### config.mk
export PLATFORM = sky130hd
export DESIGN_NAME = dpbp_lateral
export DESIGN_NICKNAME = d
export VERILOG_FILES = /design/src/hw/rtl/dpbp_pkg.sv /design/src/hw/rtl/dpbp_lateral.sv
export SDC_FILE = /design/constraint.sdc
export NUM_CORES = 2
export LEC_CHECK = 0
export BUFFER_PORTS_ARGS = -buffer_cell sky130_fd_sc_hd__buf_2
export CAP_MARGIN = 20
export CORE_ASPECT_RATIO = 0.7
export CORE_UTILIZATION = 42
export DETAILED_ROUTE_END_ITERATION = 8
export PLACE_DENSITY = 0.66
export REMOVE_ABC_BUFFERS = 1
export SETUP_SLACK_MARGIN = 0.2
export SYNTH_ARGS = -nofsm -noshare
export SYNTH_HDL_FRONTEND = slang
export SYNTH_SLANG_ARGS = --single-unit
### constraint.sdc
create_clock -name clk_i -period 16 [get_ports clk_i]
set_input_delay 0.8 -clock clk_i [delete_from_list [all_inputs] [get_ports clk_i]]
set_output_delay 0.8 -clock clk_i [all_outputs]
set_load 0.03 [all_outputs]
### src/hw/rtl/dpbp_pkg.sv
// Types, constants and helpers for the depth pixel back-projection block.
package dpbp_pkg;

  localparam int unsigned RAW_W   = 16;
  localparam int unsigned PIX_W   = 12;
  localparam int unsigned DIM_W   = 13;
  localparam int unsigned CTR_W   = 16;
  localparam int unsigned INV_W   = 32;
  localparam int unsigned RANGE_W = 23;
  localparam int unsigned COORD_W = 32;
  localparam int unsigned MAG_W   = 16;

  localparam int unsigned APB_ADDR_W = 5;
  localparam int unsigned APB_DATA_W = 32;

  // range = (raw*2^16 + 327) / 655 via reciprocal estimate plus correction
  localparam int unsigned RECIP_W   = 23;
  localparam logic [RECIP_W-1:0] RECIP_655 = 23'd6557201;  // floor(2^32/655)
  localparam int unsigned EST_W     = RAW_W + RECIP_W;     // 39
  localparam int unsigned NUM_W     = RAW_W + 16;          // 32
  localparam int unsigned REM_W     = 11;
  localparam logic [9:0]  COUNTS_PER_M = 10'd655;
  localparam logic [9:0]  HALF_COUNT   = 10'd327;

  // lateral product widths
  localparam int unsigned PROD_W    = MAG_W + RANGE_W;     // 39
  localparam int unsigned HI_W      = PROD_W - 32;         // 7
  localparam int unsigned SUM_W     = PROD_W + INV_W;      // 71
  localparam int unsigned RND_SHIFT = 36;
  localparam int unsigned LMAG_W    = SUM_W - RND_SHIFT;   // 35

  // pipeline depth
  localparam int unsigned RANGE_LAT = 3;
  localparam int unsigned LAT_LAT   = 4;
  localparam int unsigned PIPE_LAT  = 1 + RANGE_LAT + LAT_LAT;

  // register reset values
  localparam logic [DIM_W-1:0] RST_FRAME_WIDTH  = 13'd640;
  localparam logic [DIM_W-1:0] RST_FRAME_HEIGHT = 13'd480;
  localparam logic [CTR_W-1:0] RST_CENTER_COL   = 16'd5120;
  localparam logic [CTR_W-1:0] RST_CENTER_ROW   = 16'd3840;
  localparam logic [INV_W-1:0] RST_INV_FOCAL    = 32'd7158278;

  typedef enum logic [2:0] {
    REG_FRAME_WIDTH  = 3'd0,
    REG_FRAME_HEIGHT = 3'd1,
    REG_CENTER_COL   = 3'd2,
    REG_CENTER_ROW   = 3'd3,
    REG_INV_FOCAL_COL = 3'd4,
    REG_INV_FOCAL_ROW = 3'd5
  } reg_idx_e;

  typedef struct packed {
    logic [DIM_W-1:0] frame_width;
    logic [DIM_W-1:0] frame_height;
    logic [CTR_W-1:0] center_col_q4;
    logic [CTR_W-1:0] center_row_q4;
    logic [INV_W-1:0] inv_focal_col;
    logic [INV_W-1:0] inv_focal_row;
  } cfg_t;

  typedef struct packed {
    logic             neg;
    logic [MAG_W-1:0] mag;
  } offset_t;

  // Negate and clamp; neg_off means the pixel lies before the center.
  function automatic logic [COORD_W-1:0] lateral_sat(input logic neg_off,
                                                     input logic [LMAG_W-1:0] mag);
    logic [COORD_W-1:0] lim;
    if (neg_off) begin
      lim = (mag > LMAG_W'(32'h7FFF_FFFF)) ? 32'h7FFF_FFFF : mag[COORD_W-1:0];
      return lim;
    end else begin
      lim = (mag > LMAG_W'(32'h8000_0000)) ? 32'h8000_0000 : mag[COORD_W-1:0];
      return COORD_W'(0) - lim;
    end
  endfunction

endpackage

### src/hw/rtl/dpbp_lateral.sv
// Four-stage lateral coordinate: offset * range * (1/f), rounded and clamped.
module dpbp_lateral import dpbp_pkg::*; (
  input  logic               clk_i,
  input  offset_t            off_i,
  input  logic [RANGE_W-1:0] range_i,
  input  logic [INV_W-1:0]   inv_i,
  output logic [COORD_W-1:0] coord_o
);

  offset_t            off_dly_q [RANGE_LAT];
  logic [PROD_W-1:0]  prod_q;
  logic [63:0]        lo_q;
  logic [PROD_W-1:0]  hi_q;
  logic [LMAG_W-1:0]  mag_q;
  logic               neg5_q, neg6_q, neg7_q;
  logic [COORD_W-1:0] coord_q;
  logic [SUM_W-1:0]   sum_d;

  // offset waits here while the range is being divided
  always_ff @(posedge clk_i) begin
    off_dly_q[0] <= off_i;
    for (int i = 1; i < RANGE_LAT; i++) begin
      off_dly_q[i] <= off_dly_q[i-1];
    end
  end

  // round half up on the magnitude, then drop 36 fraction bits
  assign sum_d = {hi_q, 32'd0} + SUM_W'(lo_q) + (SUM_W'(1) << (RND_SHIFT - 1));

  always_ff @(posedge clk_i) begin
    prod_q  <= PROD_W'(off_dly_q[RANGE_LAT-1].mag) * PROD_W'(range_i);
    neg5_q  <= off_dly_q[RANGE_LAT-1].neg;
    lo_q    <= 64'(prod_q[31:0]) * 64'(inv_i);
    hi_q    <= PROD_W'(prod_q[PROD_W-1:32]) * PROD_W'(inv_i);
    neg6_q  <= neg5_q;
    mag_q   <= sum_d[SUM_W-1:RND_SHIFT];
    neg7_q  <= neg6_q;
    coord_q <= lateral_sat(neg7_q, mag_q);
  end

  assign coord_o = coord_q;

endmodule

Yosys cells after proc, flatten, opt, wreduce, memory -nomap -nowiden

Memory sizes are Yosys's and may differ from the RTL's.
Index checks and enable logic that the tools add are counted.

Add/subtract/negate cells: 3
$lt $le $gt $ge: 2
Multiply operators: 3
Multiplexer cells: 3

Operator list:

| cell                     | count |
|---|---|
| $mux W32                 | 3 |
| $add A71 B36 Y71 const B | 1 |
| $add A71 B64 Y71         | 1 |
| $mul A32 B32 Y64         | 1 |
| $mul A16 B23 Y39         | 1 |
| $mul A7 B32 Y39          | 1 |
| $gt A35 B31 Y1 const B   | 1 |
| $gt A35 B32 Y1 const B   | 1 |
| $sub A1 B32 Y32 const A  | 1 |

Memory bits (writable): 51
Output and inout bits: 32
Memories: 1
Register bits after elaboration: 212

Memories:

| memory    | words | width | read ports | clocked after Yosys merged registers in | write ports | line               | source |
|---|---|---|---|---|---|---|---|
| off_dly_q | 3     | 17    | 3          | 0                                       | 3           | dpbp_lateral.sv:10 | `offset_t off_dly_q [RANGE_LAT];` |

Logic depth before layout (Yosys ltp)

Depth in word-level cells: 4
Mapped depth: 29
Depth with buffers taken out: 27

Worst setup path after synthesis

Ideal clock, no wire load.

Path kind: input-to-reg
From: input inv_i[3]
To: register lo_q[61]
Library setup time: 0.125 ns
Stages on the path: 27
Data arrival time: 8.044 ns
Data required time: 15.875 ns
Path slack: 7.831 ns
Cells stage by stage: clkbuf_1 clkbuf_1 nand2_1 fa_1 inv_1 fa_1 inv_1 fa_1 fa_1 inv_1 fa_1 fa_1 fa_1 inv_1 fa_1 inv_1 ha_1 nand3_1 nor3_1 nand2_1 nor4_1 a21oi_1 o41ai_1 a21oi_1 o21bai_1 a221oi_1 xnor2_1

Cells in the longest elaborated chain, start to end: 1

RTL lines:

| what                   | line               | source |
|---|---|---|
| start: declaration     | dpbp_lateral.sv:6  | `input logic [INV_W-1:0] inv_i,` |
| $mul A32 B32 Y64       | dpbp_lateral.sv:33 | `lo_q <= 64'(prod_q[31:0]) * 64'(inv_i);` |
| end signal: assignment | dpbp_lateral.sv:33 |  |
| end: declaration       | dpbp_lateral.sv:12 | `logic [63:0] lo_q;` |

Every way passes these cells.

Worst setup path in the final report

From: register prod_q[16]
To: register lo_q[61]

Cells in the longest elaborated chain, start to end: 1

RTL lines:

| what                     | line               | source |
|---|---|---|
| start: declaration       | dpbp_lateral.sv:11 | `logic [PROD_W-1:0] prod_q;` |
| start signal: assignment | dpbp_lateral.sv:31 | `prod_q <= PROD_W'(off_dly_q[RANGE_LAT-1].mag) * PROD_W'(range_i);` |
| $mul A32 B32 Y64         | dpbp_lateral.sv:33 |  |

Every way passes these cells.

==> metrics.cfg <==
[finish]
nets=8005
synthToLayoutAreaGrowth_pct=4.90
final_common_cell=fa_1
layout-drive-gt1-share_pct=3.79
mostFrequentLayoutCells=fa_1 (1336), inv_1 (1294), nand2_1 (947), and2_1 (759), ha_1 (491)

[sta]
max_freq_ghz=0.115
rsz0062_at_grt=false
fin_tns_setup_ns=0
slew_headroom_pct=16.4
hold_viol=0
period_share_pct=54.5
min_period_ns=8.73
finalSetupViolations=0
slew_viol_final=0
worst_slew_pin_slew_ns=1.25
clock_skew_ns=0.0594

[floorplanning]
die_w_um=445
die-area_um2=139000
io_pins=105
num_rows=113
die_height_um=312
initial_core_util_pct=42.4
core_um2=136000

[logic_synthesis]
netlist_area_um2=57600
synth_compound_area_share_pct=5.46
synthTopCellsByArea=fa_1 (46%), ha_1 (11%), inv_1 (8.4%), and2_1 (8.2%), dfxtp_1 (8.0%)
yosysTopAreaCell=fa_1
synthCells=6267
synth_top_family_by_area=adder cells
synth-seq-cells=231
synth-xor-area-share_pct=1.90
avgSynthCellArea_um2=9.19
synth_edf_count=0
ys.flop_type=dfxtp_1
synthAdderAreaFrac_pct=57.1
ys_seq_area_share_pct=8.03
synth_top_area_share_pct=46.4
ys_types=63
synth.yosys.warnings=0
synthSimpleGateAreaFrac_pct=16.9
async_reset_ff_share_pct=0
muxShareOfSynthArea_pct=0.0174

[detailed_routing]
first_pass_iters=6
drt-total-wl_um=166000
ant_nets=0
drc=0
via_per_inst=5.28
drt_iter0_drc=3633
vias=42000
wire_per_inst_um=20.9

[clock_network]
cts_tree=yes
clk_latency_ns=0.65
clkTransAtPathRegs_ns=0.08
postCtsHoldBufs=0
cts_root_buf=clkbuf_16
cts_resized=0
clockBufferDepth=3
cts_setup_buffers=0
htree_levels=1
clock_sinks=231
numCtsBuffers=26

[placed_design]
io_buffers=104
gp_congestion=0.988
detailed_place_hpwl_um=121000

[global_route]
antenna_found_initial=8
grt_pass1_vias=45000
grt_pass1_wl_um=263000
grt.overflow.total=0
grt_max_degree=60
grt_usage_pct=24.6

[status]
status=completed

[setup_path]
worstPathRequired_ns=16.52
startpoint_type=flop
critPathMaxFanout=32
slowest_stage=dfxtp_2
crit_path_end_kind=flop
cp_slowest_stage_delay_ns=1.09
worstPathCellList=and2_1 -> fa_1 -> fa_1 -> inv_1 -> fa_1 -> fa_1 -> inv_1 -> fa_1 -> fa_1 -> fa_1 -> fa_1 -> ha_1 -> a21oi_1 -> o21ai_0 -> a221oi_1 -> o21ai_0 -> nand3b_1 -> a21oi_1 -> o41ai_1 -> buf_4 -> a21oi_1 -> o21bai_1 -> a221oi_1 -> xnor2_1
path_common_cell=fa_1
path_class=reg2reg
crit_arrival_ns=9.25

[worst_hold_path]
hold_path.class=in2reg

[flow_run]
cap_violations=0

logic make-up after synthesis:
logic type                 after synthesis
adders and majority gates             1827
and+or+nand+nor                       1971
buffers and inverters                 1623
muxes                                    1
xor gates and xnor gates               125
DFF                                    231
AOI/OAI and AO/OA                      489
Yosys cell counts (all sizes together) (3+ instances only):
library cell,instances
nand3b,4
and2,759
a21oi,158
ha,491
o22a,25
and3,11
o41ai,4
a31oi,28
nor2b,12
nand4,24
and4,4
nor2,90
clkbuf,323
or2,6
or3,16
a22oi,5
a21boi,3
a31o,3
fa,1336
nand2b,13
o21bai,20
dfxtp,231
a211oi,8
nand2,948
xor2,34
nand3,28
o21ai,73
nor4,6
nor3,35
o211ai,6
o31ai,10
inv,1294
xnor2,91
o21a,45
or4,9
nor3b,4
a221oi,4
a21o,72
buf,6
final cells by class:
class                           instances  area [um^2]
Fill cell                           13100        75500
Sequential cell                       231         4660
Tap cell                             1840         2300
Multi-Input combinational cell       4413        46900
Inverter                             1294         4860
Timing Repair Buffer                  139          783
Clock buffer                           28          678
Clock inverter                         20          254
Antenna cell                            2         5.00
per-layer routing:
layer  vias up  global-route usage (%)  wire [um]
met1     21300                    36.5      73300
met4         6                    4.36       3290
met5         -                       0         41
met2      2262                    35.7      68400
li1      18300                       -          -
met3       240                    7.07      21400
critical path, delay by kind of cell, from the launching register on:
family / cells / cell delay [ns]
and+or+nand+nor: 2 / 0.44
AOI/OAI and AO/OA: 9 / 2.18
xor gates and xnor gates: 1 / 0.16
buffers and inverters: 3 / 0.36
adders and majority gates: 9 / 4.38
DFF: 1 / 1.09
sequential cells by signal, summed over array words and instances, names as in the netlist:
name	flops
coord_o	32
hi_q	39
lo_q	32
mag_q	35
neg5_q	1
neg6_q	1
neg7_q	1
off_dly_q	51
prod_q	39
worst paths after layout:
kind	startpoint	end	slack, ns	cells past startpoint
max reg2reg	prod_q[16]$_DFF_P_	lo_q[61]$_DFF_P_	7.27	24
max	prod_q[16]$_DFF_P_	lo_q[61]$_DFF_P_	7.27	24
min	off_i[10]	off_dly_q[0][10]$_DFF_P_	0.24	1
min reg2reg	off_dly_q[0][17]$_DFF_P_	off_dly_q[0][34]$_DFF_P_	0.31	0
through the flow:
step	hold WS [ns]	instances	area [um^2]	setup slack, ns	utilization (%)
after floorplan	0.310	5938	56300	8.28	-
final	0.243	7967	60400	7.27	44.5
after global placement	0.310	7917	59500	6.97	43.8
after detailed placement	0.312	7917	59500	7.02	43.8
after global routing	0.213	7965	60400	7.07	44.5
after CTS	0.204	7965	60400	7.49	44.5
Power is left out: the tool's default activity adds up to more than one toggle a clock period on the data nets, which glitch-free logic cannot reach.
