[config.mk]
export PLATFORM = sky130hd
export DESIGN_NAME = dpbp_cfg
export DESIGN_NICKNAME = d
export VERILOG_FILES = /design/src/hw/rtl/dpbp_pkg.sv /design/src/hw/rtl/dpbp_cfg.sv
export SDC_FILE = /design/constraint.sdc
export NUM_CORES = 1
export LEC_CHECK = 0
export ABC_CLOCK_PERIOD_IN_PS = 1500
export BUFFER_PORTS_ARGS = -buffer_cell sky130_fd_sc_hd__buf_2
export CELL_PAD_IN_SITES_DETAIL_PLACEMENT = 1
export CELL_PAD_IN_SITES_GLOBAL_PLACEMENT = 2
export CORE_AREA = 2 2 134 136
export DETAILED_ROUTE_END_ITERATION = 6
export DIE_AREA = 0 0 136 138
export HOLD_SLACK_MARGIN = 0.06
export PLACE_DENSITY = 0.91
export SLEW_MARGIN = 20
export SYNTH_ARGS = -nofsm -noshare
export SYNTH_HDL_FRONTEND = slang
export SYNTH_SLANG_ARGS = --single-unit
[constraint.sdc]
create_clock -name clk_i -period 1.5 [get_ports clk_i]
set_input_delay 0.15 -clock clk_i [delete_from_list [all_inputs] [get_ports clk_i]]
set_output_delay 0.15 -clock clk_i [all_outputs]
set_load 0.01 [all_outputs]
[src/hw/rtl/dpbp_pkg.sv]
// Types, constants and helpers for the depth pixel back-projection block.
package dpbp_pkg;

  localparam int unsigned RAW_W   = 16;
  localparam int unsigned PIX_W   = 12;
  localparam int unsigned DIM_W   = 13;
  localparam int unsigned CTR_W   = 16;
  localparam int unsigned INV_W   = 32;
  localparam int unsigned RANGE_W = 23;
  localparam int unsigned COORD_W = 32;
  localparam int unsigned MAG_W   = 16;

  localparam int unsigned APB_ADDR_W = 5;
  localparam int unsigned APB_DATA_W = 32;

  // range = (raw*2^16 + 327) / 655 via reciprocal estimate plus correction
  localparam int unsigned RECIP_W   = 23;
  localparam logic [RECIP_W-1:0] RECIP_655 = 23'd6557201;  // floor(2^32/655)
  localparam int unsigned EST_W     = RAW_W + RECIP_W;     // 39
  localparam int unsigned NUM_W     = RAW_W + 16;          // 32
  localparam int unsigned REM_W     = 11;
  localparam logic [9:0]  COUNTS_PER_M = 10'd655;
  localparam logic [9:0]  HALF_COUNT   = 10'd327;

  // lateral product widths
  localparam int unsigned PROD_W    = MAG_W + RANGE_W;     // 39
  localparam int unsigned HI_W      = PROD_W - 32;         // 7
  localparam int unsigned SUM_W     = PROD_W + INV_W;      // 71
  localparam int unsigned RND_SHIFT = 36;
  localparam int unsigned LMAG_W    = SUM_W - RND_SHIFT;   // 35

  // pipeline depth
  localparam int unsigned RANGE_LAT = 3;
  localparam int unsigned LAT_LAT   = 4;
  localparam int unsigned PIPE_LAT  = 1 + RANGE_LAT + LAT_LAT;

  // register reset values
  localparam logic [DIM_W-1:0] RST_FRAME_WIDTH  = 13'd640;
  localparam logic [DIM_W-1:0] RST_FRAME_HEIGHT = 13'd480;
  localparam logic [CTR_W-1:0] RST_CENTER_COL   = 16'd5120;
  localparam logic [CTR_W-1:0] RST_CENTER_ROW   = 16'd3840;
  localparam logic [INV_W-1:0] RST_INV_FOCAL    = 32'd7158278;

  typedef enum logic [2:0] {
    REG_FRAME_WIDTH  = 3'd0,
    REG_FRAME_HEIGHT = 3'd1,
    REG_CENTER_COL   = 3'd2,
    REG_CENTER_ROW   = 3'd3,
    REG_INV_FOCAL_COL = 3'd4,
    REG_INV_FOCAL_ROW = 3'd5
  } reg_idx_e;

  typedef struct packed {
    logic [DIM_W-1:0] frame_width;
    logic [DIM_W-1:0] frame_height;
    logic [CTR_W-1:0] center_col_q4;
    logic [CTR_W-1:0] center_row_q4;
    logic [INV_W-1:0] inv_focal_col;
    logic [INV_W-1:0] inv_focal_row;
  } cfg_t;

  typedef struct packed {
    logic             neg;
    logic [MAG_W-1:0] mag;
  } offset_t;

  // Negate and clamp; neg_off means the pixel lies before the center.
  function automatic logic [COORD_W-1:0] lateral_sat(input logic neg_off,
                                                     input logic [LMAG_W-1:0] mag);
    logic [COORD_W-1:0] lim;
    if (neg_off) begin
      lim = (mag > LMAG_W'(32'h7FFF_FFFF)) ? 32'h7FFF_FFFF : mag[COORD_W-1:0];
      return lim;
    end else begin
      lim = (mag > LMAG_W'(32'h8000_0000)) ? 32'h8000_0000 : mag[COORD_W-1:0];
      return COORD_W'(0) - lim;
    end
  endfunction

endpackage

[src/hw/rtl/dpbp_cfg.sv]
// APB register file holding the camera configuration.
module dpbp_cfg import dpbp_pkg::*; (
  input  logic                  clk_i,
  input  logic                  rst_ni,
  input  logic                  psel,
  input  logic                  penable,
  input  logic                  pwrite,
  input  logic [APB_ADDR_W-1:0] paddr,
  input  logic [APB_DATA_W-1:0] pwdata,
  output logic [APB_DATA_W-1:0] prdata,
  output logic                  pready,
  output cfg_t                  cfg_o
);

  cfg_t     cfg_q;
  reg_idx_e idx;
  logic     wr_en;

  assign idx    = reg_idx_e'(paddr[APB_ADDR_W-1:2]);
  assign wr_en  = psel && penable && pwrite;
  assign pready = 1'b1;
  assign cfg_o  = cfg_q;

  always_ff @(posedge clk_i or negedge rst_ni) begin
    if (!rst_ni) begin
      cfg_q.frame_width   <= RST_FRAME_WIDTH;
      cfg_q.frame_height  <= RST_FRAME_HEIGHT;
      cfg_q.center_col_q4 <= RST_CENTER_COL;
      cfg_q.center_row_q4 <= RST_CENTER_ROW;
      cfg_q.inv_focal_col <= RST_INV_FOCAL;
      cfg_q.inv_focal_row <= RST_INV_FOCAL;
    end else if (wr_en) begin
      case (idx)
        REG_FRAME_WIDTH:   cfg_q.frame_width   <= pwdata[DIM_W-1:0];
        REG_FRAME_HEIGHT:  cfg_q.frame_height  <= pwdata[DIM_W-1:0];
        REG_CENTER_COL:    cfg_q.center_col_q4 <= pwdata[CTR_W-1:0];
        REG_CENTER_ROW:    cfg_q.center_row_q4 <= pwdata[CTR_W-1:0];
        REG_INV_FOCAL_COL: cfg_q.inv_focal_col <= pwdata[INV_W-1:0];
        REG_INV_FOCAL_ROW: cfg_q.inv_focal_row <= pwdata[INV_W-1:0];
        default: ;
      endcase
    end
  end

  always_comb begin
    case (idx)
      REG_FRAME_WIDTH:   prdata = APB_DATA_W'(cfg_q.frame_width);
      REG_FRAME_HEIGHT:  prdata = APB_DATA_W'(cfg_q.frame_height);
      REG_CENTER_COL:    prdata = APB_DATA_W'(cfg_q.center_col_q4);
      REG_CENTER_ROW:    prdata = APB_DATA_W'(cfg_q.center_row_q4);
      REG_INV_FOCAL_COL: prdata = APB_DATA_W'(cfg_q.inv_focal_col);
      REG_INV_FOCAL_ROW: prdata = APB_DATA_W'(cfg_q.inv_focal_row);
      default:           prdata = '0;
    endcase
  end

endmodule

==> Yosys cells after proc, flatten, opt, wreduce, memory -nomap -nowiden <==
Index checks and enable logic that the tools add are counted.
{ "classes": {"div": 0, "magnitude_cmp": 0, "n_reduce_logical": 9, "n_mul": 0, "n_eq_ne": 5, "bitwise": 0, "n_mux": 1, "add_sub_neg": 0, "shift": 0} }
{ "ops": {"columns": ["operator", "count"], "rows": [
  ["case mux 32 bit (6 select lines)", 1],
  ["AND reduction 2 bit", 6],
  ["equality test 3 x 2 -> 1 bit, second input constant", 2],
  ["equality test 3 bit, second input constant", 2],
  ["equality test 3 x 1 -> 1 bit, second input constant", 1],
  ["logical NOT 3 bit", 1],
  ["logical AND 1 bit", 2]
]} }
{ "totals": {"reg_bits": 122, "latchBits": 0, "mem_bits_rw": 0, "output_inout_bits": 155, "in_bits": 42, "memories": 0, "rom_bits": 0} }

==> Depth between registers and ports, before layout <==
{ "depth": {"depth_word": 3, "mapped_depth": 6, "ltp_nobuf": 3} }

==> Least setup slack after synthesis <==
OpenSTA, ideal clock, no wires.
{ "synth_path": {"kind": "input-to-reg", "from": "input port paddr[2]", "to": "register cfg_q (netlist bit cfg_o[112])", "path_buffers": 2, "setup_time_ps": 125, "cell_stages": 5, "setup_slack_ps": 118, "t_required_ps": 1375, "t_arrival_ps": 1257, "path_cell_list": "buf_2 nand4b_4 nor3_4 buf_4 mux2_2"} }
{ "synth_via": {"elab_chain_cells": 2} }
{ "synth_lines": {"columns": ["item", "line", "text"], "rows": [
  ["start, declared", "dpbp_cfg.sv:8", "input logic [APB_ADDR_W-1:0] paddr,"],
  ["logical NOT 3 bit", "dpbp_cfg.sv:33", "case (idx)"],
  ["AND reduction 2 bit (no source line)", null, null],
  ["end, declared", "dpbp_cfg.sv:15", "cfg_t cfg_q;"]
]} }
No other way between the ends.
A chain may end at the register's enable or synchronous reset.

==> Worst setup path after layout <==
{ "layout_path": {"from": "register cfg_q (netlist bit cfg_o[35])", "to": "output port prdata[3]"} }
{ "layout_via": {"elab_chain_cells": 1} }
{ "layout_lines": {"columns": ["item", "line", "text"], "rows": [
  ["case mux 32 bit (6 select lines)", "dpbp_cfg.sv:46", "case (idx)"],
  ["end, declared", "dpbp_cfg.sv:10", "output logic [APB_DATA_W-1:0] prdata,"]
]} }
No other way between the ends.

==> results.toml <==
[worst_hold_path]
min_path_type = "input pin to asynchronous set/reset pin"

[pwr]
power_frac_seq = 0.390
p_int_uw = 8400
clkPwrFrac = 0.361
p_sw_uw = 3330
peakVddDrop_v = 0.000712
p_sw_frac = 0.284
p_leak_uw = 0.00428
pwr-share-comb = 0.249
power_density_nw_per_um2 = 1380

[floorplanning]
die-area_um2 = 18800
start_util = 0.323
core-area_um2 = 17500
fp-row-count = 49
fp.dieH_um = 138
die-width_um = 136
io_pins = 197

[placement]
placedInstanceArea_um2 = 7220
port_buffers = 193
dp_slack_ns = -0.227
hpwl_mm = 12.9
gp_congestion = 0.818

[status]
violations = "negative setup slack"
status = "finished with violations"

[logic_synthesis]
syn_area_um2 = 5660
syn_area_per_cell_um2 = 14.4
synth_top_area_frac = 0.389
synthAdderAreaFrac = 0
ys_top_cells_by_count = "88 x dfrtp_1, 75 x mux2_2, 60 x mux2_1, 37 x mux2i_1, 34 x dfstp_2"
ys_seq_elements = 122
synth_ff_type = "dfrtp_1"
muxShareOfSynthArea = 0.334
synth_compound_area_frac = 0.0405
synth_most_common_cell = "dfrtp_1"
synth-seq-area-share = 0.547
synth_top_family_by_area = "multiplexers"
synth_xor_area_frac = 0
synth_cell_types = 26
synth_simple_gate_area_frac = 0.0473
yosys.area.top_type = "dfrtp_1"
syn_inst = 392
synthArstFlopShare = 1.00
synth-edff-count = 0
syn_nets = 434
synth_area_leaders = "dfrtp_1 39%, dfstp_2 16%, mux2_2 15%, mux2_1 12%, mux2i_1 6.5%"
yosys_warnings = 0

[sta]
rsz0062_at_grt = "true"
maxSlewHeadroom = 0.530
hold_ws_ns = 0.0931
hold_viol_final = 0
fin_crit_ns = 1.70
min_period_over_period = 1.13
tightest_slew_ns = 0.702
fmax_mhz = 590
fin_skew_ns = 0
slew_violations = 0
fin_ws_ns = -0.196
finalSetupTns_ns = -1.77
setup_viol = 12

[final_layout]
largest_register_ffs = 122
nNetsFinal = 724
n_antenna_cell = 0
syn_to_final_growth_pct = 49.8
drive_gt1_frac = 0.606
fin_area_um2 = 8470

[clock_tree]
clockRootBuffer = "clkbuf_16"
clk_latency_ns = 0.41
cts_tree = "yes"
htree_levels = 4
cts_sinks = 122
numCtsBuffers = 17
clk_pin_slew_ns = 0.05
clock_path_buffers = 2

[global_routing]
overflow = 0
grt.total_usage = 0.205
first_global_vias = 5108
grt_pass1_wl_mm = 29.1
grt_antenna_before_repair = 0
grt_start_max_net_pins = 61

[critical_path]
critPathSlowestCell = "dfrtp_1"
path_cells = "mux2_4 -> a32oi_1 -> o221ai_1 -> buf_2"
crit_type = "flop to output port"
arrival_ns = 1.55
cp_num_buf_inv = 1
startpoint_type = "flop"
cpLargestDelayFamily = "flip-flops"
crit_fanout = 2
end_kind = "output port"
critPathRequiredTime_ns = 1.35
crit_path_max_incr_delay_ns = 0.38

[routing]
drc = 0
vias_per_cell = 4.91
wl_per_cell_um = 20.2
dr.pass1.iters = 4
drt_iter0_drc = 127
vias = 4536
ant_nets = 0
wl_mm = 18.7

[job]
maxCapViolCount = 0
worst register-to-register path, cell delays in order, from the launching register on:
cell and delay [ns]:
dfrtp_1 0.39, buf_4 0.13, buf_4 0.13, mux2_1 0.28
layout make-up:
type | count | area (um2)
clock buffer | 25 | 505
clock inverter | 7 | 113
fill | 1866 | 9060
inverter | 1 | 3.75
multi-input combinational | 243 | 2480
sequential | 122 | 3100
tap | 229 | 287
timing repair buffer | 297 | 1980
power by group through the flow:
| stage | clock network, uW | registers (uW) | logic (uW) |
|---|---|---|---|
| after CTS | 4340 | 4560 | 2880 |
| after floorplan | 0 | 4840 | 959 |
| after global placement | 0 | 4580 | 2440 |
| final | 4240 | 4570 | 2920 |
| after global routing | 4470 | 4660 | 3160 |
| after detailed placement | 0 | 4650 | 2530 |
cell families after synthesis:
kind of cell / count (synthesis)
AND/OR/NAND/NOR: 43
multiplexers: 172
other: 1
flip-flops: 122
buffers and inverters: 27
AO/OA/AOI/OAI: 27
path summary, 6_finish.rpt:
kind / slack (ns) / cells past startpoint / startpoint / end
max in group asynchronous: 0.84 / 3 / rst_ni / cfg_o[11]
min in group clk_i: 0.47 / 5 / penable / cfg_o[68]
min reg2reg: 0.50 / 1 / cfg_o[59] / cfg_o[59]
max reg2reg: 0.45 / 3 / cfg_o[37] / cfg_o[37]
min: 0.09 / 2 / rst_ni / cfg_o[65]
max: -0.20 / 4 / cfg_o[35] / prdata[3]
metrics by stage:
stage,power (uW),instances,util
2_1_floorplan,5800,392,-
3_3_place_gp,7020,830,0.412
3_5_place_dp,7180,830,0.412
4_1_cts,11800,918,0.479
5_1_grt,12300,924,0.483
6_report,11700,924,0.483
repair_timing:
item	in CTS	in global routing
cloned	0	0
hold endpoints to repair	198	0
endpoints found under the setup margin	13	14
buffers inserted	23	6
pin swaps	8	4
gates resized for setup	12	6
hold buffers	33	0
cells in the final DEF (no fill, tap or decap), types with 12 or more instances in the layout:
master	instances
clkbuf_16	17
dfrtp_1	88
mux2_2	68
buf_4	61
mux2i_1	37
mux2_1	60
nor2_1	17
buf_12	12
dlygate4sd3_1	33
dfstp_2	34
buf_2	191
per-layer routing:
layer | share of wire | up-vias | track usage | routed length (um)
li1 | - | 2029 | - | -
met1 | 0.40 | 2331 | 0.229 | 7400
met2 | 0.53 | 157 | 0.373 | 9890
met3 | 0.059 | 19 | 0.0521 | 1100
met4 | 0.015 | 0 | 0.0685 | 284
met5 | 0 | - | 0 | 0
Power figures use the tool's default switching activity.
