$ cat config.mk
export PLATFORM = sky130hd
export DESIGN_NAME = dpbp_range
export DESIGN_NICKNAME = d
export VERILOG_FILES = /design/src/hw/rtl/dpbp_pkg.sv /design/src/hw/rtl/dpbp_range.sv
export SDC_FILE = /design/constraint.sdc
export NUM_CORES = 1
export LEC_CHECK = 0
export BUFFER_PORTS_ARGS = -buffer_cell sky130_fd_sc_hd__buf_2
export CAP_MARGIN = 20
export CORE_MARGIN = 3
export CORE_UTILIZATION = 40
export CTS_CLUSTER_SIZE = 28
export DETAILED_ROUTE_END_ITERATION = 12
export GPL_ROUTABILITY_DRIVEN = 0
export GPL_TIMING_DRIVEN = 0
export MAX_ROUTING_LAYER = met4
export PLACE_DENSITY = 0.65
export SKIP_CTS_REPAIR_TIMING = 1
export SLEW_MARGIN = 20
export SYNTH_ARGS = -nofsm -noshare
export SYNTH_HDL_FRONTEND = slang
export SYNTH_SLANG_ARGS = --single-unit
$ cat constraint.sdc
create_clock -name clk_i -period 4.7 [get_ports clk_i]
set_input_delay 0.94 -clock clk_i [delete_from_list [all_inputs] [get_ports clk_i]]
set_output_delay 0.94 -clock clk_i [all_outputs]
set_load 0.02 [all_outputs]
$ cat src/hw/rtl/dpbp_pkg.sv
// Types, constants and helpers for the depth pixel back-projection block.
package dpbp_pkg;

  localparam int unsigned RAW_W   = 16;
  localparam int unsigned PIX_W   = 12;
  localparam int unsigned DIM_W   = 13;
  localparam int unsigned CTR_W   = 16;
  localparam int unsigned INV_W   = 32;
  localparam int unsigned RANGE_W = 23;
  localparam int unsigned COORD_W = 32;
  localparam int unsigned MAG_W   = 16;

  localparam int unsigned APB_ADDR_W = 5;
  localparam int unsigned APB_DATA_W = 32;

  // range = (raw*2^16 + 327) / 655 via reciprocal estimate plus correction
  localparam int unsigned RECIP_W   = 23;
  localparam logic [RECIP_W-1:0] RECIP_655 = 23'd6557201;  // floor(2^32/655)
  localparam int unsigned EST_W     = RAW_W + RECIP_W;     // 39
  localparam int unsigned NUM_W     = RAW_W + 16;          // 32
  localparam int unsigned REM_W     = 11;
  localparam logic [9:0]  COUNTS_PER_M = 10'd655;
  localparam logic [9:0]  HALF_COUNT   = 10'd327;

  // lateral product widths
  localparam int unsigned PROD_W    = MAG_W + RANGE_W;     // 39
  localparam int unsigned HI_W      = PROD_W - 32;         // 7
  localparam int unsigned SUM_W     = PROD_W + INV_W;      // 71
  localparam int unsigned RND_SHIFT = 36;
  localparam int unsigned LMAG_W    = SUM_W - RND_SHIFT;   // 35

  // pipeline depth
  localparam int unsigned RANGE_LAT = 3;
  localparam int unsigned LAT_LAT   = 4;
  localparam int unsigned PIPE_LAT  = 1 + RANGE_LAT + LAT_LAT;

  // register reset values
  localparam logic [DIM_W-1:0] RST_FRAME_WIDTH  = 13'd640;
  localparam logic [DIM_W-1:0] RST_FRAME_HEIGHT = 13'd480;
  localparam logic [CTR_W-1:0] RST_CENTER_COL   = 16'd5120;
  localparam logic [CTR_W-1:0] RST_CENTER_ROW   = 16'd3840;
  localparam logic [INV_W-1:0] RST_INV_FOCAL    = 32'd7158278;

  typedef enum logic [2:0] {
    REG_FRAME_WIDTH  = 3'd0,
    REG_FRAME_HEIGHT = 3'd1,
    REG_CENTER_COL   = 3'd2,
    REG_CENTER_ROW   = 3'd3,
    REG_INV_FOCAL_COL = 3'd4,
    REG_INV_FOCAL_ROW = 3'd5
  } reg_idx_e;

  typedef struct packed {
    logic [DIM_W-1:0] frame_width;
    logic [DIM_W-1:0] frame_height;
    logic [CTR_W-1:0] center_col_q4;
    logic [CTR_W-1:0] center_row_q4;
    logic [INV_W-1:0] inv_focal_col;
    logic [INV_W-1:0] inv_focal_row;
  } cfg_t;

  typedef struct packed {
    logic             neg;
    logic [MAG_W-1:0] mag;
  } offset_t;

  // Negate and clamp; neg_off means the pixel lies before the center.
  function automatic logic [COORD_W-1:0] lateral_sat(input logic neg_off,
                                                     input logic [LMAG_W-1:0] mag);
    logic [COORD_W-1:0] lim;
    if (neg_off) begin
      lim = (mag > LMAG_W'(32'h7FFF_FFFF)) ? 32'h7FFF_FFFF : mag[COORD_W-1:0];
      return lim;
    end else begin
      lim = (mag > LMAG_W'(32'h8000_0000)) ? 32'h8000_0000 : mag[COORD_W-1:0];
      return COORD_W'(0) - lim;
    end
  endfunction

endpackage

$ cat src/hw/rtl/dpbp_range.sv
// Three-stage divide of the raw depth by 655 counts per meter, rounded.
module dpbp_range import dpbp_pkg::*; (
  input  logic               clk_i,
  input  logic               rst_ni,
  input  logic               valid_i,
  input  logic [RAW_W-1:0]   raw_i,
  output logic               valid_o,
  output logic [RANGE_W-1:0] range_o
);

  logic [2:0]         vld_q;
  logic [RAW_W-1:0]   raw2_q;
  logic [EST_W-1:0]   est2_q;
  logic [RANGE_W-1:0] qe3_q;
  logic [REM_W-1:0]   rem3_q;
  logic [RANGE_W-1:0] range4_q;

  logic [NUM_W-1:0]   num_d;
  logic [NUM_W:0]     back_d;
  logic [NUM_W:0]     rem_d;
  logic [RANGE_W-1:0] qe_d;

  always_ff @(posedge clk_i or negedge rst_ni) begin
    if (!rst_ni) begin
      vld_q <= '0;
    end else begin
      vld_q <= {vld_q[1:0], valid_i};
    end
  end

  // estimate is low by at most two, so the remainder stays below 3*655
  assign qe_d   = est2_q[EST_W-1:16];
  assign num_d  = {raw2_q, 16'd0} + NUM_W'(HALF_COUNT);
  assign back_d = (NUM_W+1)'(qe_d) * (NUM_W+1)'(COUNTS_PER_M);
  assign rem_d  = (NUM_W+1)'(num_d) - back_d;

  always_ff @(posedge clk_i) begin
    est2_q   <= EST_W'(raw_i) * EST_W'(RECIP_655);
    raw2_q   <= raw_i;
    qe3_q    <= qe_d;
    rem3_q   <= rem_d[REM_W-1:0];
    range4_q <= qe3_q
              + RANGE_W'(rem3_q >= REM_W'(COUNTS_PER_M))
              + RANGE_W'(rem3_q >= REM_W'(2 * COUNTS_PER_M));
  end

  assign valid_o = vld_q[2];
  assign range_o = range4_q;

endmodule

Word-level counts from Yosys, hierarchy flattened
Cells that the tools add are included.
W data, S select, Z words.
- multipliers: 2
- order comparisons: 2
- add/subtract/negate cells: 4
- operators with widths (cell ; number):
    $add A23 B1 Y23 ; 2
    $mul A16 B23 Y39 const B ; 1
    $mul A23 B10 Y11 const B ; 1
    $ge A11 B10 Y1 const B ; 1
    $ge A11 B11 Y1 const B ; 1
    $sub A11 B11 Y11 ; 1
    $add A1 B9 Y10 const AB ; 1
- word-level logic and storage cells: 13
- bits of input ports: 19
- flip-flop bits (word level): 99
- output and inout bits: 24

Logic depth before layout (Yosys ltp)
Gate-level depths: netlist (run 1).
- word-level depth: 3
- gate-level depth with buffers: 20

Least setup slack after synthesis (run 1)
Ideal clock, no wire load.
- kind: input -> register
- start point: in raw_i[11]
- end point: reg est2_q[34]
- buffers on the path: 0
- library setup time: 0.082 ns
- required time: 4.618 ns
- arrival time: 5.269 ns
- cell stages on the path: 16
- path slack: -0.651 ns
- cell sequence: ha_1 ha_1 ha_1 inv_1 fa_1 fa_1 inv_1 fa_1 ha_1 a21o_1 o41a_1 a31oi_2 a21o_4 a31oi_4 or4b_1 o2111ai_1
- word-level cells in the longest chain between the ends: 1
- ends and longest elaborated chain (element ; line ; text):
    start: declaration ; dpbp_range.sv:6 ; input logic [RAW_W-1:0] raw_i,
    $mul A16 B23 Y39 ; dpbp_range.sv:38 ; est2_q <= EST_W'(raw_i) * EST_W'(RECIP_655);
    end signal: assignment ; dpbp_range.sv:38 ;
    end: declaration ; dpbp_range.sv:13 ; logic [EST_W-1:0] est2_q;
No other way between the ends.

Worst setup path in the final report (run 1)
- start point: in raw_i[15]
- end point: reg est2_q[34]
The elaborated chain is that of the path after synthesis.

==> run_results.csv, run 1 <==
group,metric,value,unit
die,num_rows,50,
die,die_h,147,µm
worst_setup_path,r2r-end,"rem3_q[10]",
timing,maxSlewHeadroom,62.0,%
layout,layout-drive-gt1-share,14.7,%
layout,area_delta_synth_final,16.3,%
worst_setup_path,startpoint_type,"input port",
detailed_routing,drt_wl_total,13.8,mm
placement,dp_cells,1089,
min_path,hold_end,"qe3_q[16]",
synthesis,synthXorXnorAreaFrac,6.49,%
worst_setup_path,required,4960,ps
timing,setup-tns-final,-4430,ps
die,ios,43,
worst_setup_path,regToRegSetupSlack,450,ps
timing,drv_slew,0,
cts,clk_latency,330,ps
worst_setup_path,slowest_delay,570,ps
synthesis,syn_nets,1077,
die,core,0.0191,mm²
synthesis,ys_ff_latch,83,
global_routing,grt-ovfl-total,0,
timing,setup_slack,-501,ps
synthesis,ys_seq_area_share,21.1,%
timing,fin_crit,5200,ps
layout,finalCoreUtilization,48.4,%
die,die-area,0.0216,mm²
worst_setup_path,r2r-start,"est2_q[17]",
placement,port_buffers,42,
die,initial_utilization,41.6,%
cts,clock_path_buffers,2,
detailed_routing,num_vias,5156,
detailed_routing,first_pass_iters,4,
detailed_routing,post_drt_wl_per_cell,12.4,µm
min_path,worstHoldStart,"est2_q[32]",
layout,fin_cells,1115,
timing,rsz0062_at_grt,"yes",
min_path,hold_class,"register to register",
synthesis,synth_mux_area_share,0,%
timing,tightest_slew,566,ps
worst_setup_path,worstPathArrival,5460,ps
global_routing,grt_pass1_wl,23.5,mm
timing,finalCritPeriodShare,111,%
worst_setup_path,cp_common_cell,"fa_2",
synthesis,netlist_area,0.00796,mm²
synthesis,synth_compound_area_share,7.26,%
global_routing,grt_pass1_vias,5133,
timing,setup_viol,14,
cts,clockRootBuffer,"clkbuf_16",
detailed_routing,vias_per_cell,4.62,
layout,nets,1140,
worst_setup_path,slowest_stage,"fa_2",
global_routing,grt_start_max_net_pins,18,
worst_setup_path,r2r_cells,17,
cts,clkTransAtPathRegs,70,ps
detailed_routing,drc,0,
worst_setup_path,cp_cell_sequence,"buf_12 -> inv_6 -> fa_1 -> inv_1 -> ha_2 -> inv_2 -> fa_2 -> fa_1 -> fa_2 -> inv_1 -> fa_2 -> ha_4 -> and3_4 -> nand3_2 -> a21o_1 -> a21o_4 -> a31oi_4 -> or4b_4 -> o2111ai_2",
min_path,hold_depth,0,
synthesis,synth_cells,787,
placement,hpwl,11.8,mm
timing,hold_viol,0,
cts,clkSinkCount,83,
layout,seqCellArea,0.00168,mm²
timing,whs,323,ps
synthesis,synth-simple-area-share,6.07,%
layout,nFillCells,1792,
synthesis,syn_area_per_cell,10.1,µm²
detailed_routing,drt_iter0_drc,146,
synthesis,synthAdderAreaFrac,50.2,%
layout,n_antenna_cell,0,
cts,cts_buffers,9,
worst_setup_path,cp-end-kind,"register",
synthesis,synth_warnings,0,
die,die_w,147,µm
status,violations,"negative setup slack",
detailed_routing,ant_nets,0,
timing,max_freq,192,MHz
synthesis,synth_top_family_by_area,"adder cells",
layout,multi_input_area,0.00588,mm²
global_routing,track_usage,13.5,%
cts,tritoncts,"done",
worst_setup_path,path_class,"input port to register",
worst_setup_path,worst-path-max-fanout,6,
global_routing,antenna_found_initial,0,
flow_run,cap_violations,0,
status,run_status,"finished, violations left",
cts,htreeDepth,3,
synthesis,synthDistinctLibCells,42,
timing,clock-skew-final,6.02,ps
-- Yosys cell counts, drive strengths merged --
cell / instances / area, µm²
and3: 9 / 56.3
nor3: 7 / 35.0
a311oi: 1 / 8.76
o41a: 1 / 11.3
inv: 187 / 702
xnor2: 46 / 403
a211oi: 1 / 7.51
xor2: 13 / 114
clkbuf: 2 / 7.51
nor2: 23 / 86.3
ha: 190 / 2380
a21o: 17 / 135
a31oi: 6 / 58.8
o21a: 2 / 15.0
o21ai: 17 / 85.1
o21bai: 1 / 7.51
o211ai: 2 / 15.0
or2: 1 / 6.26
o221ai: 1 / 8.76
o41ai: 1 / 16.3
a32oi: 1 / 8.76
fa: 81 / 1620
a21oi: 25 / 133
nand4: 5 / 31.3
o2111ai: 3 / 26.3
dfxtp: 80 / 1600
nand3b: 1 / 7.51
nand2: 29 / 109
nor2b: 5 / 31.3
nand2b: 4 / 25.0
o31a: 1 / 8.76
or4: 1 / 7.51
nand3: 14 / 70.1
dfrtp: 3 / 75.1
nor3b: 1 / 7.51
a21boi: 3 / 22.5
a21bo: 1 / 10.0
or4b: 1 / 10.0
-- metrics by stage --
| step | cell area, µm² | worst slack (ps) |
|---|---|---|
| finish | 9260 | -501 |
| global route | 9260 | -614 |
| CTS | 8920 | -811 |
| detailed placement | 8630 | -1140 |
| global placement | 8630 | -1140 |
| floorplan | 8090 | -499 |
-- layout make-up --
type	instances	share of cell area (%)
Multi-Input combinational cell	515	63.5
Sequential cell	83	18.1
Inverter	187	7.77
Timing Repair Buffer	52	3.93
Tap cell	260	3.51
Clock buffer	9	2.43
Clock inverter	7	0.716
Buffer	2	0.0811
-- layer usage --
metal	routed length (µm)	vias up	share of wire [%]	global-route usage, %
li1	-	2644	-	-
met1	6820	2415	49	18.7
met2	6320	82	46	21.4
met3	417	15	3.0	1.36
met4	227	0	1.6	3.63
met5	0	-	0	-
-- cell usage in the layout (no fill, tap or decap), types with 5 or more instances in the layout --
cell type / netlist / final
inv_1: 187 / 177
ha_1: 190 / 172
dfxtp_1: 80 / 80
fa_1: 81 / 75
xnor2_1: 46 / 46
buf_2: 0 / 33
nand2_1: 29 / 28
nor2_1: 23 / 22
a21oi_1: 23 / 20
a21o_1: 16 / 16
nand3_1: 14 / 13
xor2_1: 13 / 13
o21ai_0: 17 / 12
ha_4: 0 / 12
buf_4: 0 / 11
clkbuf_16: 0 / 9
and3_1: 9 / 8
inv_2: 0 / 7
fa_2: 0 / 6
ha_2: 0 / 6
nand4_1: 5 / 5
o21ai_1: 0 / 5
nor2b_1: 5 / 5
nor3_1: 7 / 5
-- registers in the layout, summed over array words and instances (netlist names) --
name	cells
est2_q	23
qe3_q	23
range_o	23
rem3_q	11
vld_q	3
-- cells by family (layout without fill, tap and decap cells) --
kind of cell | count (synthesis) | in the layout
adder cells (fa/ha/maj) | 271 | 271
AND/OR/NAND/NOR | 101 | 101
AO/OA/AOI/OAI | 84 | 84
XOR/XNOR | 59 | 59
buffers and inverters | 189 | 257
flip-flops | 83 | 83
-- worst max-delay path: cells and delay by family --
kind	cells	cell delay (ps)
AOI/OAI and AO/OA	4	550
and+or+nand+nor	3	710
adders and majority gates	7	2950
buffers and inverters	5	280
-- how the worst max path moves through the flow --
| stage | start | to | depth (start not counted) |
|---|---|---|---|
| floorplan | raw_i[12] | est2_q[34] | 17 |
| global placement | raw_i[13] | est2_q[35] | 20 |
| detailed placement | raw_i[13] | est2_q[35] | 19 |
| CTS | raw_i[13] | est2_q[35] | 19 |
| global route | raw_i[15] | est2_q[38] | 21 |
| finish | raw_i[15] | est2_q[34] | 19 |
Power of run 1 is left out: the tool's default activity adds up to more than one toggle a clock period on the data nets, which glitch-free logic cannot reach.
==> run 2: changes to the inputs <==
RECOVER_POWER = 25   (was default)
==> run_results.csv, run 2 (same netlist as run 1, synthesis figures left out) <==
group,metric,value,unit
cts,htreeDepth,3,
cts,clkTransAtPathRegs,70,ps
flow_run,cap_violations,0,
global_routing,grt-ovfl-total,0,
die,die_h,147,µm
layout,final_cell_mix,"inv_1 (177), ha_1 (172), dfxtp_1 (80)",
cts,clkSinkCount,83,
timing,finalCritPeriodShare,111,%
detailed_routing,ant_nets,0,
status,run_status,"finished, violations left",
detailed_routing,vias_per_cell,4.62,
cts,tritoncts,"done",
worst_setup_path,endpoint,"est2_q[34]",
layout,nets,1140,
placement,dp_cells,1089,
placement,hpwl,11.8,mm
timing,hold_viol,0,
worst_setup_path,cp_common_cell,"fa_2",
cts,clk_latency,330,ps
die,die-area,0.0216,mm²
cts,clock_path_buffers,2,
cts,cts_buffers,9,
global_routing,grt_pass1_vias,5133,
die,core,0.0191,mm²
timing,setup_slack,-501,ps
worst_setup_path,cp_cell_sequence,"buf_12 -> inv_6 -> fa_1 -> inv_1 -> ha_2 -> inv_2 -> fa_2 -> fa_1 -> fa_2 -> inv_1 -> fa_2 -> ha_4 -> and3_4 -> nand3_2 -> a21o_1 -> a21o_4 -> a31oi_4 -> or4b_4 -> o2111ai_2",
worst_setup_path,cp-end-kind,"register",
detailed_routing,drt_wl_total,13.8,mm
timing,maxSlewHeadroom,62.0,%
layout,area_delta_synth_final,16.3,%
timing,max_freq,192,MHz
detailed_routing,drt_iter0_drc,146,
detailed_routing,num_vias,5156,
timing,fin_crit,5200,ps
layout,final_common_cell,"inv_1",
layout,fin_cells,1115,
timing,setup_viol,14,
placement,port_buffers,42,
timing,tightest_slew,566,ps
worst_setup_path,regToRegSetupSlack,450,ps
worst_setup_path,r2r_cells,17,
global_routing,grt_pass1_wl,23.5,mm
status,violations,"negative setup slack",
global_routing,antenna_found_initial,0,
detailed_routing,first_pass_iters,4,
die,initial_utilization,41.6,%
layout,finalCoreUtilization,48.4,%
timing,drv_slew,0,
worst_setup_path,worst-path-max-fanout,6,
worst_setup_path,startpoint_type,"input port",
timing,rsz0062_at_grt,"yes",
worst_setup_path,slowest_delay,570,ps
global_routing,grt_start_max_net_pins,18,
min_path,hold_class,"register to register",
cts,clockRootBuffer,"clkbuf_16",
worst_setup_path,r2r-end,"rem3_q[10]",
timing,clock-skew-final,6.02,ps
worst_setup_path,worstPathArrival,5460,ps
worst_setup_path,path_class,"input port to register",
layout,layout-drive-gt1-share,14.6,%
global_routing,track_usage,13.5,%
die,die_w,147,µm
worst_setup_path,r2r-start,"est2_q[17]",
worst_setup_path,required,4960,ps
detailed_routing,post_drt_wl_per_cell,12.4,µm
layout,nFillCells,1792,
detailed_routing,drc,0,
worst_setup_path,slowest_stage,"fa_2",
worst_setup_path,worstSetupStartpoint,"raw_i[15]",
die,ios,43,
layout,n_antenna_cell,0,
die,num_rows,50,
run 2: cell types whose count changed in the layout (fill, tap and decap cells not counted), sizes merged:
| cell | previous run | this run |
|---|---|---|
| clkbuf | 12 | 13 |
| buf | 51 | 50 |
run 2: critical path: cells and delay by family:
kind,cells,cell delay [ps]
buffers and inverters,5,280
AOI/OAI and AO/OA,4,550
and+or+nand+nor,3,710
adders and majority gates,7,2950
run 2: how the worst min path moves through the flow:
stage	from	slack [ps]	end	cells past startpoint
after CTS	est2_q[32]	320	qe3_q[16]	0
after global placement	est2_q[34]	310	qe3_q[18]	0
final	est2_q[32]	320	qe3_q[16]	0
after detailed placement	est2_q[32]	310	qe3_q[16]	0
after global routing	est2_q[32]	320	qe3_q[16]	0
after floorplan	est2_q[27]	310	qe3_q[11]	0
run 2: stage by stage:
stage / setup slack, ps / setup TNS [ps] / area [µm²] / hold slack [ps]
2_1_floorplan: -499 / -3940 / 8090 / 310
3_3_place_gp: -1140 / -14690 / 8630 / 310
3_5_place_dp: -1140 / -15210 / 8630 / 312
4_1_cts: -811 / -8560 / 8920 / 324
5_1_grt: -614 / -6590 / 9260 / 325
6_report: -501 / -4430 / 9260 / 323
run 2: per-layer routing:
layer	routed length [µm]	part of all wire, %	up-vias	global-route usage (%)
met1	6820	49	2415	18.7
met5	0	0	-	-
met4	227	1.6	0	3.63
li1	-	-	2644	-
met3	418	3.0	15	1.36
met2	6320	46	82	21.4
run 2: layout make-up:
type	count	area, µm²	area share, %
Inverter	187	719	7.77
Clock buffer	9	225	2.43
Timing Repair Buffer	52	363	3.92
Buffer	2	7.51	0.0811
Multi-Input combinational cell	515	5880	63.5
Sequential cell	83	1680	18.1
Tap cell	260	325	3.51
Clock inverter	7	66.3	0.716
Power of run 2 is left out for the same reason.
==> run 3: changes to the inputs <==
PLACE_DENSITY = 0.67   (was 0.65)
clock period = 4.2 ns   (was 4.7 ns; I/O delays follow)
==> run_results.csv, run 3 (same netlist as run 1, synthesis figures left out) <==
group,metric,value,unit
global_routing,grt-ovfl-total,0,
worst_setup_path,startpoint_type,"input port",
worst_setup_path,path_class,"input port to register",
detailed_routing,ant_nets,0,
cts,cts_buffers,9,
die,ios,43,
detailed_routing,drt_wl_total,14.7,mm
worst_setup_path,r2r_cells,17,
timing,setup_slack,-881,ps
timing,setup_viol,19,
layout,layout-drive-gt1-share,21.5,%
die,num_rows,50,
timing,finalCritPeriodShare,121,%
global_routing,grt_start_max_net_pins,19,
global_routing,antenna_found_initial,0,
die,core,0.0191,mm²
global_routing,track_usage,13.7,%
layout,final_cell_mix,"inv_1 (169), ha_1 (159), dfxtp_1 (76)",
min_path,hold_class,"input port to async pin",
timing,fin_crit,5080,ps
cts,clock_path_buffers,2,
detailed_routing,num_vias,5236,
worst_setup_path,r2r-end,"rem3_q[10]",
die,die-area,0.0216,mm²
status,run_status,"finished, violations left",
global_routing,grt_pass1_wl,23.5,mm
worst_setup_path,worstPathArrival,5340,ps
timing,clock-skew-final,6.07,ps
worst_setup_path,regToRegSetupSlack,220,ps
status,violations,"negative setup slack",
timing,tightest_slew,565,ps
detailed_routing,first_pass_iters,4,
layout,seqCellArea,0.00168,mm²
global_routing,grt_pass1_vias,5114,
timing,whs,292,ps
placement,port_buffers,42,
detailed_routing,post_drt_wl_per_cell,13.0,µm
layout,n_antenna_cell,0,
layout,multi_input_area,0.00617,mm²
die,die_w,147,µm
timing,drv_slew,0,
cts,clk_latency,340,ps
cts,clkSinkCount,83,
placement,hpwl,11.9,mm
worst_setup_path,worst-path-max-fanout,4,
cts,clockRootBuffer,"clkbuf_16",
timing,rsz0062_at_grt,"yes",
timing,maxSlewHeadroom,62.1,%
layout,finalCoreUtilization,51.1,%
layout,nets,1158,
cts,htreeDepth,3,
layout,final_common_cell,"inv_1",
timing,hold_viol,0,
worst_setup_path,required,4460,ps
die,die_h,147,µm
cts,tritoncts,"done",
worst_setup_path,cp-end-kind,"register",
detailed_routing,drt_iter0_drc,157,
layout,fin_cells,1133,
flow_run,cap_violations,0,
layout,area_delta_synth_final,22.9,%
die,initial_utilization,41.6,%
layout,nFillCells,1731,
detailed_routing,drc,0,
placement,dp_cells,1089,
timing,max_freq,197,MHz
worst_setup_path,r2r-start,"est2_q[17]",
cts,clkTransAtPathRegs,70,ps
detailed_routing,vias_per_cell,4.62,
==> run 3: cell count changes in the layout (fill, tap and decap cells not counted), sizes merged <==
cell      delta
inv          -4
clkinvlp     -2
clkbuf       -1
buf         +19
clkinv       +6
==> run 3: metal layers <==
layer	up-vias	GRT usage [%]	routed length (µm)
li1	2684	-	-
met1	2473	18.9	7160
met2	69	21.2	6900
met3	10	1.48	394
met4	0	4.61	221
met5	-	-	0
==> run 3: worst max-delay path by stage <==
| stage | start | endpoint | slack [ps] | cells past startpoint |
|---|---|---|---|---|
| after floorplan | raw_i[12] | est2_q[34] | -900 | 17 |
| after global placement | raw_i[13] | est2_q[35] | -1530 | 19 |
| after detailed placement | raw_i[13] | est2_q[35] | -1580 | 19 |
| after CTS | raw_i[13] | est2_q[35] | -1210 | 19 |
| after global routing | raw_i[15] | est2_q[34] | -990 | 19 |
| final | raw_i[15] | est2_q[34] | -880 | 19 |
==> run 3: cell type report <==
type | instances | share of cell area [%]
well taps | 260 | 3.32
flip-flops and latches | 83 | 17.2
clock inverters | 7 | 0.882
inverters | 187 | 7.38
repair buffers | 70 | 5.83
plain buffers | 2 | 0.0767
clock buffers | 9 | 2.30
multi-input cells | 515 | 63.0
==> run 3: metrics by stage <==
stage	setup TNS (ps)	setup WS, ps	cell area [µm²]
after global routing	-12500	-989	9790
after floorplan	-10010	-899	8160
after detailed placement	-22860	-1580	8690
final	-10230	-881	9790
after global placement	-21930	-1530	8690
after CTS	-14790	-1210	9000
==> run 3: worst max-delay path, cell delays in order <==
cell and delay, ps:
buf_12 90, inv_6 30, fa_1 470, inv_1 70, ha_2 160, inv_2 40
fa_2 570, fa_1 440, fa_2 550, inv_2 40, fa_2 580, ha_4 230
and3_4 150, nand3_2 50, a21o_1 160, a21o_4 190, a31oi_4 100, or4b_4 500
o2111ai_2 90
Power of run 3 is left out for the same reason.
